## config.mk

```make
export PLATFORM = sky130hd
export DESIGN_NAME = grapheme_boundary_marker_flat
export DESIGN_NICKNAME = d
export VERILOG_FILES = /design/src/hw/rtl/gbm_pkg.sv /design/src/hw/rtl/gbm_in_if.sv /design/src/hw/rtl/gbm_out_if.sv /design/src/hw/rtl/grapheme_boundary_marker.sv /design/src/hw/rtl/gbm_classify.sv /design/src/flat_wrapper.sv
export SDC_FILE = /design/constraint.sdc
export NUM_CORES = 1
export LEC_CHECK = 0
export BUFFER_PORTS_ARGS = -buffer_cell sky130_fd_sc_hd__buf_2
export CELL_PAD_IN_SITES_DETAIL_PLACEMENT = 0
export CELL_PAD_IN_SITES_GLOBAL_PLACEMENT = 1
export CORE_UTILIZATION = 46
export DETAILED_ROUTE_END_ITERATION = 8
export PLACE_DENSITY = 0.93
export RECOVER_POWER = 100
export SYNTH_ARGS = -nofsm -noshare
export SYNTH_HDL_FRONTEND = slang
export SYNTH_HIERARCHICAL = 1
export SYNTH_SLANG_ARGS = --single-unit
```

## constraint.sdc

```tcl
create_clock -name clk -period 4.5 [get_ports clk]
set_clock_uncertainty 0.15 [all_clocks]
set_input_delay 0.9 -clock clk [delete_from_list [all_inputs] [get_ports clk]]
set_output_delay 0.9 -clock clk [all_outputs]
set_load 0.01 [all_outputs]
```

## src/hw/rtl/gbm_pkg.sv

```systemverilog
package gbm_pkg;

  localparam int COUNT_BITS = 16;
  localparam int CP_BITS = 21;
  localparam int OUT_COUNT_BITS = 16;

  localparam logic [CP_BITS-1:0] CP_CR = 21'h0000D;
  localparam logic [CP_BITS-1:0] CP_LF = 21'h0000A;
  localparam logic [CP_BITS-1:0] CP_ZWJ = 21'h0200D;
  localparam logic [CP_BITS-1:0] RI_FIRST = 21'h1F1E6;
  localparam logic [CP_BITS-1:0] RI_LAST = 21'h1F1FF;

  typedef enum logic [2:0] {
    MODE_START     = 3'd0,
    MODE_CLOSED    = 3'd1,
    MODE_AFTER_CR  = 3'd2,
    MODE_AFTER_RI  = 3'd3,
    MODE_EXTENDING = 3'd4,
    MODE_JOINED    = 3'd5
  } cluster_mode_t;

  typedef struct packed {
    logic is_cr;
    logic is_lf;
    logic is_zwj;
    logic regional;
    logic attach;
  } cp_class_t;

  typedef struct packed {
    logic [CP_BITS-1:0] lo;
    logic [CP_BITS-1:0] hi;
  } span_t;

  localparam int SPAN_COUNT = 47;

  // extend marks, then the variation selectors
  localparam span_t ATTACH_SPANS [SPAN_COUNT] = '{
    '{21'h00300, 21'h0036F}, '{21'h00483, 21'h00489}, '{21'h00591, 21'h005BD},
    '{21'h005BF, 21'h005BF}, '{21'h005C1, 21'h005C2}, '{21'h005C4, 21'h005C5},
    '{21'h005C7, 21'h005C7}, '{21'h00610, 21'h0061A}, '{21'h0064B, 21'h0065F},
    '{21'h00670, 21'h00670}, '{21'h006D6, 21'h006DC}, '{21'h006DF, 21'h006E4},
    '{21'h006E7, 21'h006E8}, '{21'h006EA, 21'h006ED}, '{21'h00711, 21'h00711},
    '{21'h00730, 21'h0074A}, '{21'h007A6, 21'h007B0}, '{21'h00900, 21'h00902},
    '{21'h0093A, 21'h0093A}, '{21'h0093C, 21'h0093C}, '{21'h00941, 21'h00948},
    '{21'h0094D, 21'h0094D}, '{21'h00951, 21'h00957}, '{21'h00962, 21'h00963},
    '{21'h00980, 21'h00983}, '{21'h009BC, 21'h009BC}, '{21'h00A01, 21'h00A03},
    '{21'h00E31, 21'h00E31}, '{21'h00E34, 21'h00E3A}, '{21'h00E47, 21'h00E4E},
    '{21'h00EB1, 21'h00EB1}, '{21'h00EB4, 21'h00EBC}, '{21'h00EC8, 21'h00ECD},
    '{21'h01AB0, 21'h01AFF}, '{21'h01DC0, 21'h01DFF}, '{21'h0200C, 21'h0200C},
    '{21'h020D0, 21'h020FF}, '{21'h0302A, 21'h0302F}, '{21'h03099, 21'h0309A},
    '{21'h0A66F, 21'h0A672}, '{21'h0A674, 21'h0A67D}, '{21'h0A69E, 21'h0A69F},
    '{21'h0FE20, 21'h0FE2F}, '{21'h1F3FB, 21'h1F3FF}, '{21'hE0020, 21'hE007F},
    '{21'h0FE00, 21'h0FE0F}, '{21'hE0100, 21'hE01EF}
  };

  // clamp the internal count to the output field
  function automatic logic [OUT_COUNT_BITS-1:0] sat_count(input logic [COUNT_BITS-1:0] c);
    logic [32:0] w;
    w = 33'(c);
    if (w > 33'h0FFFF) begin
      return '1;
    end
    return w[OUT_COUNT_BITS-1:0];
  endfunction

endpackage

```

## src/hw/rtl/gbm_in_if.sv

```systemverilog
interface gbm_in_if import gbm_pkg::*; (input logic clk);
  logic               valid;
  logic               ready;
  logic [CP_BITS-1:0] codepoint;
  logic               is_last;

  modport source (input clk, output valid, output codepoint, output is_last, input ready);
  modport sink (input clk, input valid, input codepoint, input is_last, output ready);
endinterface

```

## src/hw/rtl/gbm_out_if.sv

```systemverilog
interface gbm_out_if import gbm_pkg::*; (input logic clk);
  logic                      valid;
  logic                      ready;
  logic                      boundary_before;
  logic [OUT_COUNT_BITS-1:0] cluster_count;

  modport source (input clk, output valid, output boundary_before, output cluster_count,
                  input ready);
  modport sink (input clk, input valid, input boundary_before, input cluster_count,
                output ready);
endinterface

```

## src/hw/rtl/grapheme_boundary_marker.sv

```systemverilog
// Grapheme boundary marker: takes one decoded code point per item on points and returns one
// item on marks with boundary_before and the running cluster count of the current string
// (saturating). An item flagged is_last closes the string. An item is taken into an input
// register, classified against the fixed range table and the cluster mode, and lands in
// the result register: one item per cycle sustained while marks is ready. The single
// cluster-mode register, updated once per item, sets that rate. Stalls on marks propagate
// back to points without losing or repeating items.
module grapheme_boundary_marker import gbm_pkg::*; (
  input logic      clk,
  input logic      rst,
  gbm_in_if.sink   points,
  gbm_out_if.source marks
);

  logic                      s1_valid;
  logic [CP_BITS-1:0]        s1_codepoint;
  logic                      s1_is_last;
  logic                      out_valid;
  logic                      out_boundary;
  logic [OUT_COUNT_BITS-1:0] out_count;

  cluster_mode_t             mode;
  cluster_mode_t             mode_next;
  logic [COUNT_BITS-1:0]     count;
  logic [COUNT_BITS-1:0]     count_next;

  cp_class_t                 cls;
  cluster_mode_t             base_mode;
  logic                      boundary;
  logic                      restart;
  logic                      advance;
  logic [COUNT_BITS-1:0]     count_base;

  gbm_classify u_classify (
    .codepoint (s1_codepoint),
    .cls       (cls)
  );

  assign advance      = s1_valid && (!out_valid || marks.ready);
  assign points.ready = !s1_valid || advance;

  assign marks.valid           = out_valid;
  assign marks.boundary_before = out_boundary;
  assign marks.cluster_count   = out_count;

  always_comb begin
    if (cls.is_cr) begin
      base_mode = MODE_AFTER_CR;
    end else if (cls.regional) begin
      base_mode = MODE_AFTER_RI;
    end else begin
      base_mode = MODE_EXTENDING;
    end
  end

  // next mode
  always_comb begin
    unique case (mode)
      MODE_AFTER_CR: begin
        mode_next = cls.is_lf ? MODE_CLOSED : base_mode;
      end
      MODE_AFTER_RI: begin
        mode_next = cls.regional ? MODE_CLOSED : base_mode;
      end
      MODE_EXTENDING: begin
        if (cls.attach) begin
          mode_next = MODE_EXTENDING;
        end else if (cls.is_zwj && !s1_is_last) begin
          mode_next = MODE_JOINED;
        end else begin
          mode_next = base_mode;
        end
      end
      MODE_JOINED: begin
        mode_next = MODE_EXTENDING;
      end
      default: begin
        mode_next = base_mode;
      end
    endcase
  end

  // boundary decision
  always_comb begin
    restart = 1'b0;
    unique case (mode)
      MODE_AFTER_CR:  boundary = !cls.is_lf;
      MODE_AFTER_RI:  boundary = !cls.regional;
      MODE_EXTENDING: boundary = !cls.attach && !(cls.is_zwj && !s1_is_last);
      MODE_JOINED:    boundary = 1'b0;
      MODE_CLOSED:    boundary = 1'b1;
      default: begin
        boundary = 1'b1;
        restart  = 1'b1;
      end
    endcase
  end

  always_comb begin
    count_base = restart ? '0 : count;
    if (boundary && (count_base != '1)) begin
      count_next = count_base + 1'b1;
    end else begin
      count_next = count_base;
    end
  end

  always_ff @(posedge clk) begin
    if (rst) begin
      s1_valid  <= 1'b0;
      out_valid <= 1'b0;
      mode      <= MODE_START;
      count     <= '0;
    end else begin
      if (points.ready) begin
        s1_valid <= points.valid;
      end
      if (advance) begin
        out_valid <= 1'b1;
        mode      <= s1_is_last ? MODE_START : mode_next;
        count     <= count_next;
      end else if (marks.ready) begin
        out_valid <= 1'b0;
      end
    end
  end

  always_ff @(posedge clk) begin
    if (points.valid && points.ready) begin
      s1_codepoint <= points.codepoint;
      s1_is_last   <= points.is_last;
    end
    if (advance) begin
      out_boundary <= boundary;
      out_count    <= sat_count(count_next);
    end
  end

endmodule

```

## src/hw/rtl/gbm_classify.sv

```systemverilog
module gbm_classify import gbm_pkg::*; (
  input  logic [CP_BITS-1:0] codepoint,
  output cp_class_t          cls
);

  logic attach;

  // all range compares side by side
  always_comb begin
    attach = 1'b0;
    for (int k = 0; k < SPAN_COUNT; k++) begin
      if (codepoint >= ATTACH_SPANS[k].lo && codepoint <= ATTACH_SPANS[k].hi) begin
        attach = 1'b1;
      end
    end
  end

  always_comb begin
    cls.is_cr    = (codepoint == CP_CR);
    cls.is_lf    = (codepoint == CP_LF);
    cls.is_zwj   = (codepoint == CP_ZWJ);
    cls.regional = (codepoint >= RI_FIRST) && (codepoint <= RI_LAST);
    cls.attach   = attach;
  end

endmodule

```

## src/flat_wrapper.sv

```systemverilog
// flat-port wrapper written by rule: the top's interface ports become plain ports
module grapheme_boundary_marker_flat import gbm_pkg::*;
  (clk, rst, points_valid, points_codepoint, points_is_last, points_ready, marks_valid, marks_boundary_before, marks_cluster_count, marks_ready);
  gbm_in_if points_i (.clk(clk));
  gbm_out_if marks_i (.clk(clk));
  input logic clk;
  input logic rst;
  input wire logic [$bits(points_i.valid)-1:0] points_valid;
  input wire logic [$bits(points_i.codepoint)-1:0] points_codepoint;
  input wire logic [$bits(points_i.is_last)-1:0] points_is_last;
  output wire logic [$bits(points_i.ready)-1:0] points_ready;
  output wire logic [$bits(marks_i.valid)-1:0] marks_valid;
  output wire logic [$bits(marks_i.boundary_before)-1:0] marks_boundary_before;
  output wire logic [$bits(marks_i.cluster_count)-1:0] marks_cluster_count;
  input wire logic [$bits(marks_i.ready)-1:0] marks_ready;
  assign points_i.valid = points_valid;
  assign points_i.codepoint = points_codepoint;
  assign points_i.is_last = points_is_last;
  assign points_ready = points_i.ready;
  assign marks_valid = marks_i.valid;
  assign marks_boundary_before = marks_i.boundary_before;
  assign marks_cluster_count = marks_i.cluster_count;
  assign marks_i.ready = marks_ready;
  grapheme_boundary_marker u_core (.clk(clk), .rst(rst), .points(points_i), .marks(marks_i));
endmodule
```

# After elaboration in Yosys (flattened, before gate mapping)
# Cells that the tools add are included.
totals:
  register_bits: 60
  latch_bits: 0
  ram_bits: 0
  mem_bits_ro: 0
  input_bits: 26
  output_inout_bits: 19
  elab_cells: 238
  mem_count: 0
classes:
  add_sub_neg: 1
  multipliers: 0
  div_mod_pow: 0
  n_lt_le_gt_ge: 96
  n_eq_ne: 9
  n_shift: 0
  n_mux: 60
  bitwise: 0
  reduce_logical: 64
op_table:
  columns: ["cell", "count"]
  rows:
  - ["21-bit by 11-bit greater-or-equal comparator with 1-bit output (second input constant)", 16]
  - ["21-bit by 12-bit greater-or-equal comparator with 1-bit output (second input constant)", 16]
  - ["21-bit by 11-bit less-or-equal comparator with 1-bit output (second input constant)", 16]
  - ["21-bit by 12-bit less-or-equal comparator with 1-bit output (second input constant)", 16]
  - ["21-bit by 16-bit greater-or-equal comparator with 1-bit output (second input constant)", 5]
  - ["21-bit by 16-bit less-or-equal comparator with 1-bit output (second input constant)", 5]
  - ["21-bit by 14-bit greater-or-equal comparator with 1-bit output (second input constant)", 4]
  - ["21-bit by 14-bit less-or-equal comparator with 1-bit output (second input constant)", 4]
  - ["1-bit logical AND", 53]
  - ["1-bit two-way mux", 49]
  - ["21-bit by 4-bit equality test with 1-bit output (second input constant)", 2]
  - ["21-bit by 13-bit greater-or-equal comparator with 1-bit output (second input constant)", 2]
  - ["21-bit by 17-bit greater-or-equal comparator with 1-bit output (second input constant)", 2]
  - ["21-bit by 20-bit greater-or-equal comparator with 1-bit output (second input constant)", 2]
  - ["21-bit by 13-bit less-or-equal comparator with 1-bit output (second input constant)", 2]
  - ["21-bit by 17-bit less-or-equal comparator with 1-bit output (second input constant)", 2]
  - ["21-bit by 20-bit less-or-equal comparator with 1-bit output (second input constant)", 2]
  - ["16-bit two-way mux", 2]
  - ["21-bit by 14-bit equality test with 1-bit output (second input constant)", 1]
  - ["21-bit by 10-bit greater-or-equal comparator with 1-bit output (second input constant)", 1]
  - ["21-bit by 10-bit less-or-equal comparator with 1-bit output (second input constant)", 1]
  - ["3-bit two-way mux", 7]
  - ["16-bit by 1-bit adder with 16-bit output (second input constant)", 1]
  - ["16-bit != test (second input constant)", 1]
  - ["9 further kinds", 18]

# Depth between registers and ports, before layout
# Gate-level depths: netlist of run 1.
logic_depth:
  ltp_word: 54
  depth_mapped: 18
  mapped_depth_nobuf: 13

# By module
# The synthesis of run 1 kept the hierarchy.
modules_own_cells:
  columns: ["module", "instances", "cells_per_inst", "area_each_um2", "seq_area_each_um2"]
  rows:
  - ["grapheme_boundary_marker", 1, 265, 2782.7, 1591.5]
  - ["gbm_classify", 1, 395, 2423.6, 0.0]

# Worst setup path before layout of run 1
# Ideal clock, no wire load.
synth_timing:
  path_kind: "reg2reg"
  start: "reg u_core.s1_codepoint[20]"
  end: "reg u_core.count[8]"
  setup_time_ps: 74
  arrival_ps: 3809
  required_ps: 4276
  setup_slack_ps: 467
  path_stages_with_launch: 17
  path_buffers: 3
  synth_period_minus_slack_ps: 4033
  path_cell_list: "edfxtp_1 > or4_1 > buf_2 > buf_6 > nor3_4 > a21boi_2 > a21boi_1 > o2111ai_1 > nor4_2 > nand4_1 > buf_4 > nor2_1 > a21oi_1 > nor4_2 > nand4_2 > or3_2 > a31oi_1"
synth_via:
  elab_chain_len: 54
  elab_cells_between_ends: 202
  cone_classes: "order compare: 96; eq/ne: 2; mux: 49; reduce/logical: 55"
synth_rtl:
  columns: ["item", "line", "text"]
  rows:
  - ["from (decl)", "grapheme_boundary_marker.sv:16", "logic [CP_BITS-1:0] s1_codepoint;"]
  - ["from (signal assigned)", "grapheme_boundary_marker.sv:130", "s1_codepoint <= points.codepoint;"]
  - ["21-bit by 10-bit greater-or-equal comparator with 1-bit output or 21-bit by 10-bit less-or-equal comparator with 1-bit output (tied branches)", "gbm_classify.sv:12", "if (codepoint >= ATTACH_SPANS[k].lo && codepoint <= ATTACH_SPANS[k].hi) begin"]
  - ["1-bit logical AND", "gbm_classify.sv:12", null]
  - ["1-bit two-way mux (46 in series)", "gbm_classify.sv:12", null]
  - ["1-bit two-way mux (*)", "gbm_classify.sv:12", null]
  - ["net u_core.u_classify.attach", "gbm_classify.sv:6", "logic attach;"]
  - ["1-bit logical NOT (*)", "grapheme_boundary_marker.sv:89", "MODE_EXTENDING: boundary = !cls.attach && !(cls.is_zwj && !s1_is_last);"]
  - ["1-bit logical AND (*)", "grapheme_boundary_marker.sv:89", null]
  - ["1-bit one-hot mux with 4 select lines (*)", "grapheme_boundary_marker.sv:86", "unique case (mode)"]
  - ["1-bit logical AND (*)", "grapheme_boundary_marker.sv:101", "if (boundary && (count_base != '1)) begin"]
  - ["16-bit two-way mux (*)", "grapheme_boundary_marker.sv:101", null]
  - ["to (signal assigned)", "grapheme_boundary_marker.sv:121", "count <= count_next;"]
  - ["to (decl)", "grapheme_boundary_marker.sv:24", "logic [COUNT_BITS-1:0] count;"]
# Mark *: on every way through the listed nets, which the timed path passes. The rest lies on a longest branch.
# A chain may end at the register's enable or synchronous reset.

==> impl_metrics.py, run 1 <==
metrics = {
    "status": {
        "outcome": "complete, no violations",
    },
    "cells_and_area": {
        "syn_to_final_growth_pct": 18.5,
        "stdcell_count": 876,
        "layout.nets": 758,
        "layout-drive-gt1-share": 0.194,
        "fill_cells": 1057,
        "fin_area_um2": 6170,
        "num_antenna_cells": 0,
    },
    "power": {
        "p_leak_nw": 1.99,
        "irDropWorstVdd_mv": 0.253,
        "finalPower_mw": 1.53,
        "power_density_nw_per_um2": 248,
    },
    "job": {
        "drv_cap": 0,
    },
    "die": {
        "core.rowCount": 38,
        "start_util": 0.476,
        "coreArea_um2": 10900,
        "die_x_um": 108,
        "dieArea_um2": 11700,
        "die_y_um": 108,
        "io_pins": 45,
    },
    "yosys": {
        "synth_top_family_by_area": "simple AND/OR/NAND/NOR gates",
        "netlist_instances": 660,
        "yosys.area_share.simple": 0.400,
        "netlist-cell-type-count": 85,
        "synth-seq-area-share": 0.306,
        "synth_edf_count": 39,
        "syn-cell-area_um2": 5210,
        "synth_area_per_cell_um2": 7.89,
        "synth_warnings": 6,
        "yosys.area.top_type": "edfxtp_1",
        "synth_ff_type": "edfxtp_1",
        "synthArstFlopShare": 0,
        "synth.area.mux_share": 0.00601,
        "synth_fa_ha_area_frac": 0.00240,
        "synth_area_leaders": "edfxtp_1 22%, dfxtp_1 8.1%, nor2_1 5.1%",
        "ys_ff_latch": 60,
        "synth_nets": 687,
        "synth_compound_area_frac": 0.192,
        "yosysMostFrequentCell": "nor2_1",
        "synth_xor_area_frac": 0.0202,
        "synth_top_cells_by_count": "71 x nor2_1, 61 x nand2_1, 39 x edfxtp_1",
        "netlist.area_leader.share": 0.225,
    },
    "hold_path": {
        "holdCritStartpoint": "u_core/count[1]$_SDFFE_PP0P_",
        "min_to": "u_core/count[1]$_SDFFE_PP0P_",
        "min_path_cells": 2,
        "hold_path_class": "flip-flop to flip-flop",
    },
    "global_routing": {
        "grt_pass1_wl_um": 34000,
        "use_met3": 0.120,
        "use_met2": 0.597,
        "met1_usage": 0.498,
        "grt_start_max_net_pins": 32,
        "antenna_found_initial": 0,
        "first_global_vias": 5721,
        "grtUsageTotal": 0.395,
        "top_usage_layer": "met2",
        "overflow": 0,
    },
    "detailed_routing": {
        "avgViaCountPerCell": 6.96,
        "post_drt_wl_per_cell_um": 25.3,
        "dr.pass1.iters": 6,
        "routed_wl_um": 22100,
        "ant_nets": 0,
        "vias": 6097,
        "drc_errors": 0,
        "drt_iter0_markers": 811,
    },
    "clock_tree": {
        "numCtsBuffers": 9,
        "tritoncts": "built",
        "clk_pin_slew_ns": 0.05,
        "cts-htree-levels": 3,
        "insertion_delay_ns": 0.33,
        "cts.sinks": 60,
        "cts_buffer_depth": 2,
        "cts_root_buffer": "clkbuf_16",
    },
    "critical_path": {
        "r2r_cells": 16,
        "crit_fanout": 12,
        "r2r_slack_ns": 0.17,
        "cp.required_ns": 4.42,
        "cp_data_arrival_time_ns": 4.25,
        "critPathLaunchType": "flip-flop",
        "startpoint": "u_core/s1_codepoint[15]$_DFFE_PP_",
        "regToRegStartpoint": "u_core/s1_codepoint[15]$_DFFE_PP_",
        "timing.rr.end": "u_core/marks.cluster_count[0]$_DFFE_PP_",
        "crit_type": "flip-flop to flip-flop",
        "end_kind": "flip-flop",
    },
    "place": {
        "io_buffers": 44,
        "gp_congestion": 1.15,
        "dpl_cell_area_um2": 5920,
        "placed_cells": 859,
        "place_hpwl_um": 16600,
    },
    "sta": {
        "slew_violations": 0,
        "hold_viol": 0,
        "whs_ns": 0.355,
        "min_period_ns": 4.33,
        "setup_violations": 0,
        "max_freq_mhz": 231,
        "worst_pin_slew_ns": 1.33,
        "relSlewSlack": 0.110,
        "final.period_utilization": 0.962,
    },
}
-- where the power goes --
group | leakage [nW] | internal [mW] | total, mW | switching, mW
sequential | 0.540 | 0.609 | 0.628 | 0.0192
combinational | 1.31 | 0.0811 | 0.253 | 0.172
clock | 0.141 | 0.425 | 0.651 | 0.227
-- final cells by class --
class | instances | area [µm²] | area share
clock buffers | 11 | 233 | 0.0377
clock inverters | 5 | 52.6 | 0.00852
repair buffers | 123 | 837 | 0.136
multi-input cells | 526 | 3240 | 0.525
flip-flops and latches | 60 | 1590 | 0.258
well taps | 140 | 175 | 0.0284
inverters | 11 | 41.3 | 0.00669
-- placed cells by master, fill, tap and decap left out, types with 26 or more instances in the layout --
cell      netlist  final
nand2_1        61     61
o21ai_0        27     27
nor3_1         27     27
nand3_1        36     37
a21oi_1        35     35
buf_4           3     69
nand4_1        26     26
edfxtp_1       39     39
nor2_1         71     70
-- per-stage QoR --
stage                     setup slack, ns  TNS (ns)  utilization
final                               0.171         0        0.564
after global routing              -0.0615   -0.0718        0.564
after CTS                           0.161         0        0.568
after detailed placement            0.172         0        0.541
after global placement              0.202         0        0.541
after floorplan                     0.467         0            -
-- routing by layer --
| metal | vias up | share of wire | wire (µm) |
|---|---|---|---|
| met5 | - | 0 | 0 |
| met4 | 0 | 0.071 | 1560 |
| met3 | 128 | 0.13 | 2790 |
| met2 | 482 | 0.43 | 9540 |
| met1 | 2815 | 0.37 | 8240 |
| li1 | 2672 | - | - |
-- sequential cells by signal, summed over array words and instances (netlist names) --
register                      count
u_core/s1_valid                   1
u_core/marks.valid                1
u_core/count                     16
u_core/marks.boundary_before      1
u_core/s1_is_last                 1
u_core/s1_codepoint              21
u_core/mode                       3
u_core/marks.cluster_count       16
-- worst max-delay path, stage by stage, from the launching register on --
cell and delay (ns):
edfxtp_1 0.49, or4_4 0.56, buf_4 0.19, nor3_1 0.45
nor4b_1 0.44, nand4_1 0.16, nand4_1 0.18, nor4_1 0.08
buf_4 0.14, nand4_1 0.12, nor2_2 0.06, a21oi_1 0.26
nor2_1 0.09, buf_4 0.19, and2_0 0.20, clkbuf_1 0.15
xnor2_1 0.15
-- logic make-up (layout without fill, tap and decap cells) --
kind of cell | Yosys count | after routing
DFF | 60 | 60
buffers and inverters | 74 | 150
and+or+nand+nor | 366 | 366
adders and majority gates | 1 | 1
xor gates and xnor gates | 12 | 12
muxes | 3 | 3
AOI/OAI and AO/OA | 144 | 144
-- worst max-delay path by stage --
stage                     slack [ns]                                       to  cells after the start
after floorplan                 0.47             u_core/count[8]$_SDFFE_PP0P_                     16
after global placement          0.20             u_core/count[8]$_SDFFE_PP0P_                     14
after detailed placement        0.17  u_core/marks.cluster_count[0]$_DFFE_PP_                     16
after CTS                       0.16  u_core/marks.cluster_count[0]$_DFFE_PP_                     16
after global routing           -0.06             u_core/count[8]$_SDFFE_PP0P_                     14
final                           0.17  u_core/marks.cluster_count[0]$_DFFE_PP_                     16
-- timing repair --
action | in CTS | in global routing
resized for setup | 0 | 4
endpoints found under the setup margin | 0 | 20
hold buffers | 0 | 0
setup buffers | 0 | 1
Power figures use the tool's default switching activity.
==> run 2: changes to the inputs <==
Settings changed: PLACE_DENSITY 0.93 to 0.8, RECOVER_POWER 100 to unset.
==> run 2 against run 1 <==
Wire length fell by 2.9%; first-iteration DRC count up 14%; flip-flop and latch count stayed put; largest power group is now sequential cells.
==> impl_metrics.py, run 2 (same netlist as run 1, synthesis figures left out) <==
metrics = {
    "detailed_routing": {
        "avgViaCountPerCell": 7.00,
        "drt_iter0_markers": 925,
        "vias": 6135,
        "dr.pass1.iters": 7,
        "post_drt_wl_per_cell_um": 24.5,
        "routed_wl_um": 21500,
        "ant_nets": 0,
        "drc_errors": 0,
    },
    "place": {
        "place_hpwl_um": 15800,
        "dpl_cell_area_um2": 5840,
        "io_buffers": 44,
        "placed_cells": 856,
        "gp_congestion": 1.09,
    },
    "sta": {
        "setup_tns_ns": 0,
        "setup_violations": 0,
        "rsz0062_at_grt": "no",
        "whs_ns": 0.365,
        "final.period_utilization": 0.958,
        "worst_pin_slew_ns": 0.901,
        "min_period_ns": 4.31,
        "hold_viol": 0,
        "relSlewSlack": 0.394,
        "slew_violations": 0,
        "max_freq_mhz": 232,
    },
    "clock_tree": {
        "insertion_delay_ns": 0.33,
        "numCtsBuffers": 9,
        "cts.sinks": 60,
        "clk_pin_slew_ns": 0.06,
        "cts-htree-levels": 3,
        "cts_root_buffer": "clkbuf_16",
        "cts_buffer_depth": 2,
        "tritoncts": "built",
        "hold_buffers": 0,
    },
    "critical_path": {
        "timing.rr.end": "u_core/marks.cluster_count[1]$_DFFE_PP_",
        "crit_fanout": 11,
        "max_stage_delay_ns": 0.67,
        "cp_top_family": "simple AND/OR/NAND/NOR gates",
        "crit_chain": "or4_1 -> nor4b_2 -> buf_4 -> a32oi_1 -> or4_1 -> o2111ai_1 -> a2111oi_1 -> buf_4 -> nand4_1 -> nor2_1 -> a21oi_1 -> nor2_1 -> buf_4 -> and2_1 -> mux2_2",
        "r2r_slack_ns": 0.19,
        "cp_data_arrival_time_ns": 4.25,
        "cp.required_ns": 4.44,
        "critPathLaunchType": "flip-flop",
        "r2r_cells": 15,
        "crit_type": "flip-flop to flip-flop",
        "path_common_cell": "buf_4",
        "regToRegStartpoint": "u_core/s1_codepoint[9]$_DFFE_PP_",
        "cp_slowest_cell": "or4_1",
        "timing.critical_path.buf_inv": 3,
        "end_kind": "flip-flop",
    },
    "global_routing": {
        "use_met3": 0.119,
        "top_usage_layer": "met1",
        "use_met2": 0.511,
        "grt_pass1_wl_um": 32700,
        "antenna_found_initial": 0,
        "grt_start_max_net_pins": 24,
        "first_global_vias": 5701,
        "overflow": 0,
        "met1_usage": 0.519,
        "grtUsageTotal": 0.379,
    },
    "power": {
        "irDropWorstVdd_mv": 0.269,
        "p_leak_nw": 2.04,
        "power_density_nw_per_um2": 241,
        "finalPower_mw": 1.48,
    },
    "cells_and_area": {
        "final_cell_mix": "78 x buf_4, 71 x nor2_1, 61 x nand2_1",
        "ff_latch_area_um2": 1590,
        "multiInputGateArea_um2": 3240,
        "fin_area_um2": 6140,
        "layout.nets": 759,
        "stdcell_count": 877,
        "largest_reg_flops": 21,
        "layout-drive-gt1-share": 0.229,
        "largest-register": "u_core/s1_codepoint",
        "syn_to_final_growth_pct": 18.0,
        "final_common_cell": "buf_4",
        "fill_cells": 1007,
        "num_antenna_cells": 0,
    },
    "die": {
        "die_x_um": 108,
        "coreArea_um2": 10900,
        "start_util": 0.476,
        "dieArea_um2": 11700,
        "die_y_um": 108,
        "core.rowCount": 38,
        "io_pins": 45,
    },
    "hold_path": {
        "hold_path_class": "flip-flop to flip-flop",
        "holdCritStartpoint": "u_core/s1_valid$_SDFFE_PP0N_",
        "min_path_cells": 2,
        "min_to": "u_core/marks.valid$_SDFFE_PP0P_",
    },
    "job": {
        "drv_cap": 0,
    },
    "status": {
        "outcome": "complete, no violations",
    },
}
==> run 2: layout make-up <==
class | instances | area share
inverters | 11 | 0.00672
clock inverters | 5 | 0.00448
repair buffers | 124 | 0.136
multi-input cells | 526 | 0.527
clock buffers | 11 | 0.0379
flip-flops and latches | 60 | 0.259
well taps | 140 | 0.0285
==> run 2: stage by stage <==
step,util,setup WS (ns)
after floorplan,-,0.467
after global placement,0.534,0.184
after detailed placement,0.534,0.169
after CTS,0.557,0.156
after global routing,0.562,0.0112
final,0.562,0.188
==> run 2: repair_timing <==
| item | 4_1_cts | 5_1_grt |
|---|---|---|
| endpoints found under the hold margin | 0 | 0 |
| setup endpoints to repair | 0 | 12 |
| setup buffers | 0 | 5 |
| resized for setup | 0 | 3 |
==> run 2: layer usage <==
metal / vias to the layer above / routed length (µm)
met5: - / 0
met4: 0 / 1330
met3: 119 / 3020
met2: 514 / 8530
met1: 2831 / 8610
li1: 2671 / -
==> run 2: worst reg2reg max path, cell delays in order, from the launching register on <==
cell       delay, ns
edfxtp_1        0.53
or4_1           0.67
nor4b_2         0.37
buf_4           0.21
a32oi_1         0.07
or4_1           0.42
o2111ai_1       0.14
a2111oi_1       0.11
buf_4           0.14
nand4_1         0.12
nor2_1          0.08
a21oi_1         0.31
nor2_1          0.09
buf_4           0.19
and2_1          0.19
mux2_2          0.29
==> run 2: power by group <==
group,switching (mW),internal (mW),leakage (nW),total (mW)
Combinational,0.165,0.0759,1.36,0.241
Clock,0.241,0.369,0.134,0.610
Sequential,0.0200,0.608,0.540,0.628
==> run 2: worst max-delay path by stage <==
stage / startpoint / end / slack [ns] / depth (start not counted)
2_1_floorplan: u_core/s1_codepoint[20]$_DFFE_PP_ / u_core/count[8]$_SDFFE_PP0P_ / 0.47 / 16
3_3_place_gp: u_core/s1_codepoint[17]$_DFFE_PP_ / u_core/count[8]$_SDFFE_PP0P_ / 0.18 / 16
3_5_place_dp: u_core/s1_codepoint[17]$_DFFE_PP_ / u_core/count[8]$_SDFFE_PP0P_ / 0.17 / 16
4_1_cts: u_core/s1_codepoint[17]$_DFFE_PP_ / u_core/count[8]$_SDFFE_PP0P_ / 0.16 / 16
5_1_grt: u_core/s1_codepoint[9]$_DFFE_PP_ / u_core/marks.cluster_count[11]$_DFFE_PP_ / 0.01 / 17
6_report: u_core/s1_codepoint[9]$_DFFE_PP_ / u_core/marks.cluster_count[1]$_DFFE_PP_ / 0.19 / 15
==> run 3: changes to the inputs <==
Settings changed: ABC_AREA set to 1, CORE_MARGIN set to 4, CORE_UTILIZATION 46 to 43.
==> run 3 against run 2 <==
Area after synthesis rose by 18%; largest power group is now the clock network; first-iteration DRC count down 13%; die area is 38% higher; flip-flop and latch count unchanged; register-to-register slack gained 0.20 ns; synthesized cell count grew 62%; sequential power rose by 4.3%; power rose by 12%; combinational power is 11% higher; cell area is 11% higher.
==> impl_metrics.py, run 3 <==
metrics = {
    "status": {
        "outcome": "complete, no violations",
    },
    "sta": {
        "setup_tns_ns": 0,
        "min_period_ns": 4.11,
        "rsz0062_at_grt": "no",
        "worst_pin_slew_ns": 1.05,
        "hold_viol": 0,
        "max_freq_mhz": 243,
        "setup_slack_ns": 0.392,
        "setup_violations": 0,
        "relSlewSlack": 0.301,
        "final.period_utilization": 0.913,
        "slew_violations": 0,
    },
    "clock_tree": {
        "cts.sinks": 60,
        "numCtsBuffers": 9,
        "hold_buffers": 0,
        "cts-htree-levels": 3,
        "insertion_delay_ns": 0.35,
        "tritoncts": "built",
        "cts_buffer_depth": 2,
        "clk_pin_slew_ns": 0.06,
        "cts_root_buffer": "clkbuf_16",
    },
    "global_routing": {
        "grt_start_max_net_pins": 45,
        "first_global_vias": 6728,
        "grtUsageTotal": 0.309,
        "grt_pass1_wl_um": 38200,
        "antenna_found_initial": 0,
        "overflow": 0,
    },
    "yosys": {
        "netlist.area_leader.share": 0.212,
        "synth_warnings": 6,
        "synth_area_leaders": "nand2_1 21%, edfxtp_1 19%, nor2_1 12%",
        "syn-cell-area_um2": 6120,
        "netlist_instances": 1069,
        "synth_top_cells_by_count": "345 x nand2_1, 188 x nor2_1, 126 x nand3_1",
        "synth_edf_count": 39,
        "yosys.area.top_type": "nand2_1",
        "synth-seq-area-share": 0.260,
        "synth_nets": 1096,
        "synth_area_per_cell_um2": 5.72,
        "synthArstFlopShare": 0,
        "netlist-cell-type-count": 39,
        "yosysMostFrequentCell": "nand2_1",
        "synth_ff_type": "edfxtp_1",
        "ys_ff_latch": 60,
    },
    "cells_and_area": {
        "largest-register": "u_core/s1_codepoint",
        "largest_reg_flops": 21,
        "final_common_cell": "nand2_1",
        "fill_cells": 1580,
        "ff_latch_area_um2": 1590,
        "syn_to_final_growth_pct": 10.9,
        "num_antenna_cells": 0,
        "layout.nets": 1134,
        "multiInputGateArea_um2": 3870,
        "final_cell_mix": "345 x nand2_1, 188 x nor2_1, 126 x nand3_1",
        "layout-drive-gt1-share": 0.121,
        "fin_area_um2": 6790,
    },
    "detailed_routing": {
        "drc_errors": 0,
        "vias": 7313,
        "post_drt_wl_per_cell_um": 19.5,
        "ant_nets": 0,
        "routed_wl_um": 25200,
        "drt_iter0_markers": 802,
        "avgViaCountPerCell": 5.66,
        "dr.pass1.iters": 5,
    },
    "place": {
        "place_hpwl_um": 19900,
        "gp_congestion": 1.05,
        "io_buffers": 44,
        "dpl_cell_area_um2": 6460,
        "pre_cts_ws_ns": 0.422,
    },
    "die": {
        "start_util": 0.439,
        "die_y_um": 127,
        "dieArea_um2": 16200,
        "die_x_um": 127,
        "io_pins": 45,
        "core.rowCount": 43,
        "coreArea_um2": 13900,
    },
    "critical_path": {
        "cp.required_ns": 4.64,
        "crit_type": "flip-flop to flip-flop",
        "critPathLaunchType": "flip-flop",
        "crit_fanout": 15,
        "cp_data_arrival_time_ns": 4.25,
        "end_kind": "flip-flop",
    },
    "power": {
        "p_leak_nw": 3.22,
        "irDropWorstVdd_mv": 0.219,
        "power_density_nw_per_um2": 243,
    },
    "hold_path": {
        "hold_path_class": "flip-flop to flip-flop",
    },
    "job": {
        "drv_cap": 0,
    },
}
==> run 3: changes by cell type in the layout (fill, tap and decap cells not counted), sizes merged, moves of 9 or more <==
cell,before,now
nand2,62,368
nor2,72,211
inv,12,134
nand3,39,130
buf,124,54
nor4,22,3
or3,18,0
a31oi,17,2
nand2b,13,0
or4,12,0
a21oi,35,24
and2,9,0
and3,9,0
nor2b,9,0
==> run 3: cell families after synthesis <==
kind of cell | count (synthesis) | synth area share
AND/OR/NAND/NOR | 778 | 0.562
buffers and inverters | 160 | 0.110
AO/OA/AOI/OAI | 64 | 0.0577
flip-flops | 60 | 0.260
XOR/XNOR | 6 | 0.00859
adder cells (fa/ha/maj) | 1 | 0.00204
==> run 3: path summary, 6_finish.rpt <==
path,start,endpoint,slack [ns],depth (start not counted)
hold / removal,u_core/marks.valid$_SDFFE_PP0P_,u_core/marks.valid$_SDFFE_PP0P_,0.36,2
setup reg to reg,u_core/s1_codepoint[20]$_DFFE_PP_,u_core/count[3]$_SDFFE_PP0P_,0.39,23
hold reg to reg,u_core/marks.valid$_SDFFE_PP0P_,u_core/marks.valid$_SDFFE_PP0P_,0.36,2
setup / recovery,u_core/s1_codepoint[20]$_DFFE_PP_,u_core/count[3]$_SDFFE_PP0P_,0.39,23
==> run 3: per-layer routing <==
metal,GRT usage,vias up,wire (µm)
li1,-,3505,-
met2,0.421,451,9970
met5,0,-,0
met3,0.0953,80,3100
met4,0.144,0,1110
met1,0.441,3277,11000
==> run 3: timing repair <==
item                       in CTS  in global routing
buffers inserted                0                  0
gates resized for setup         0                  0
setup endpoints to repair       0                 30
==> run 3: worst max-delay path, cell delays in order, from the launching register on <==
cell,delay (ns)
edfxtp_1,0.48
nor2_2,0.19
nand2_2,0.28
inv_1,0.30
nand2_1,0.24
nor2_1,0.33
nand2_1,0.09
nand2_1,0.11
nand2_1,0.06
nor2_1,0.10
nand2_1,0.06
nor3_1,0.29
nand2_1,0.12
inv_1,0.06
nand2_1,0.06
nor3_1,0.12
nor2_1,0.07
nand2_2,0.13
inv_1,0.09
nor2_4,0.35
nand2_1,0.14
nand3_1,0.10
nand2_1,0.07
inv_1,0.05
==> run 3: layout make-up <==
class / count / share of cell area
clock buffers: 11 / 0.0406
clock inverters: 5 / 0.00571
inverters: 132 / 0.0730
multi-input cells: 850 / 0.570
flip-flops and latches: 60 / 0.234
well taps: 180 / 0.0332
repair buffers: 54 / 0.0435
==> run 3: where the power goes <==
part           internal [mW]  total [mW]  leakage, nW  switching [mW]
sequential             0.620       0.655        0.540          0.0355
combinational         0.0675       0.267         2.53           0.200
clock                  0.444       0.727        0.153           0.284
==> run 3: stage by stage <==
step                      power (mW)   util  instances  hold WS [ns]
after global routing            1.72  0.487       1292         0.410
final                           1.65  0.487       1292         0.359
after CTS                       1.66  0.486       1291         0.358
after global placement         0.926  0.464       1275         0.343
after detailed placement       0.922  0.464       1275         0.351
after floorplan                0.830      -       1069         0.331
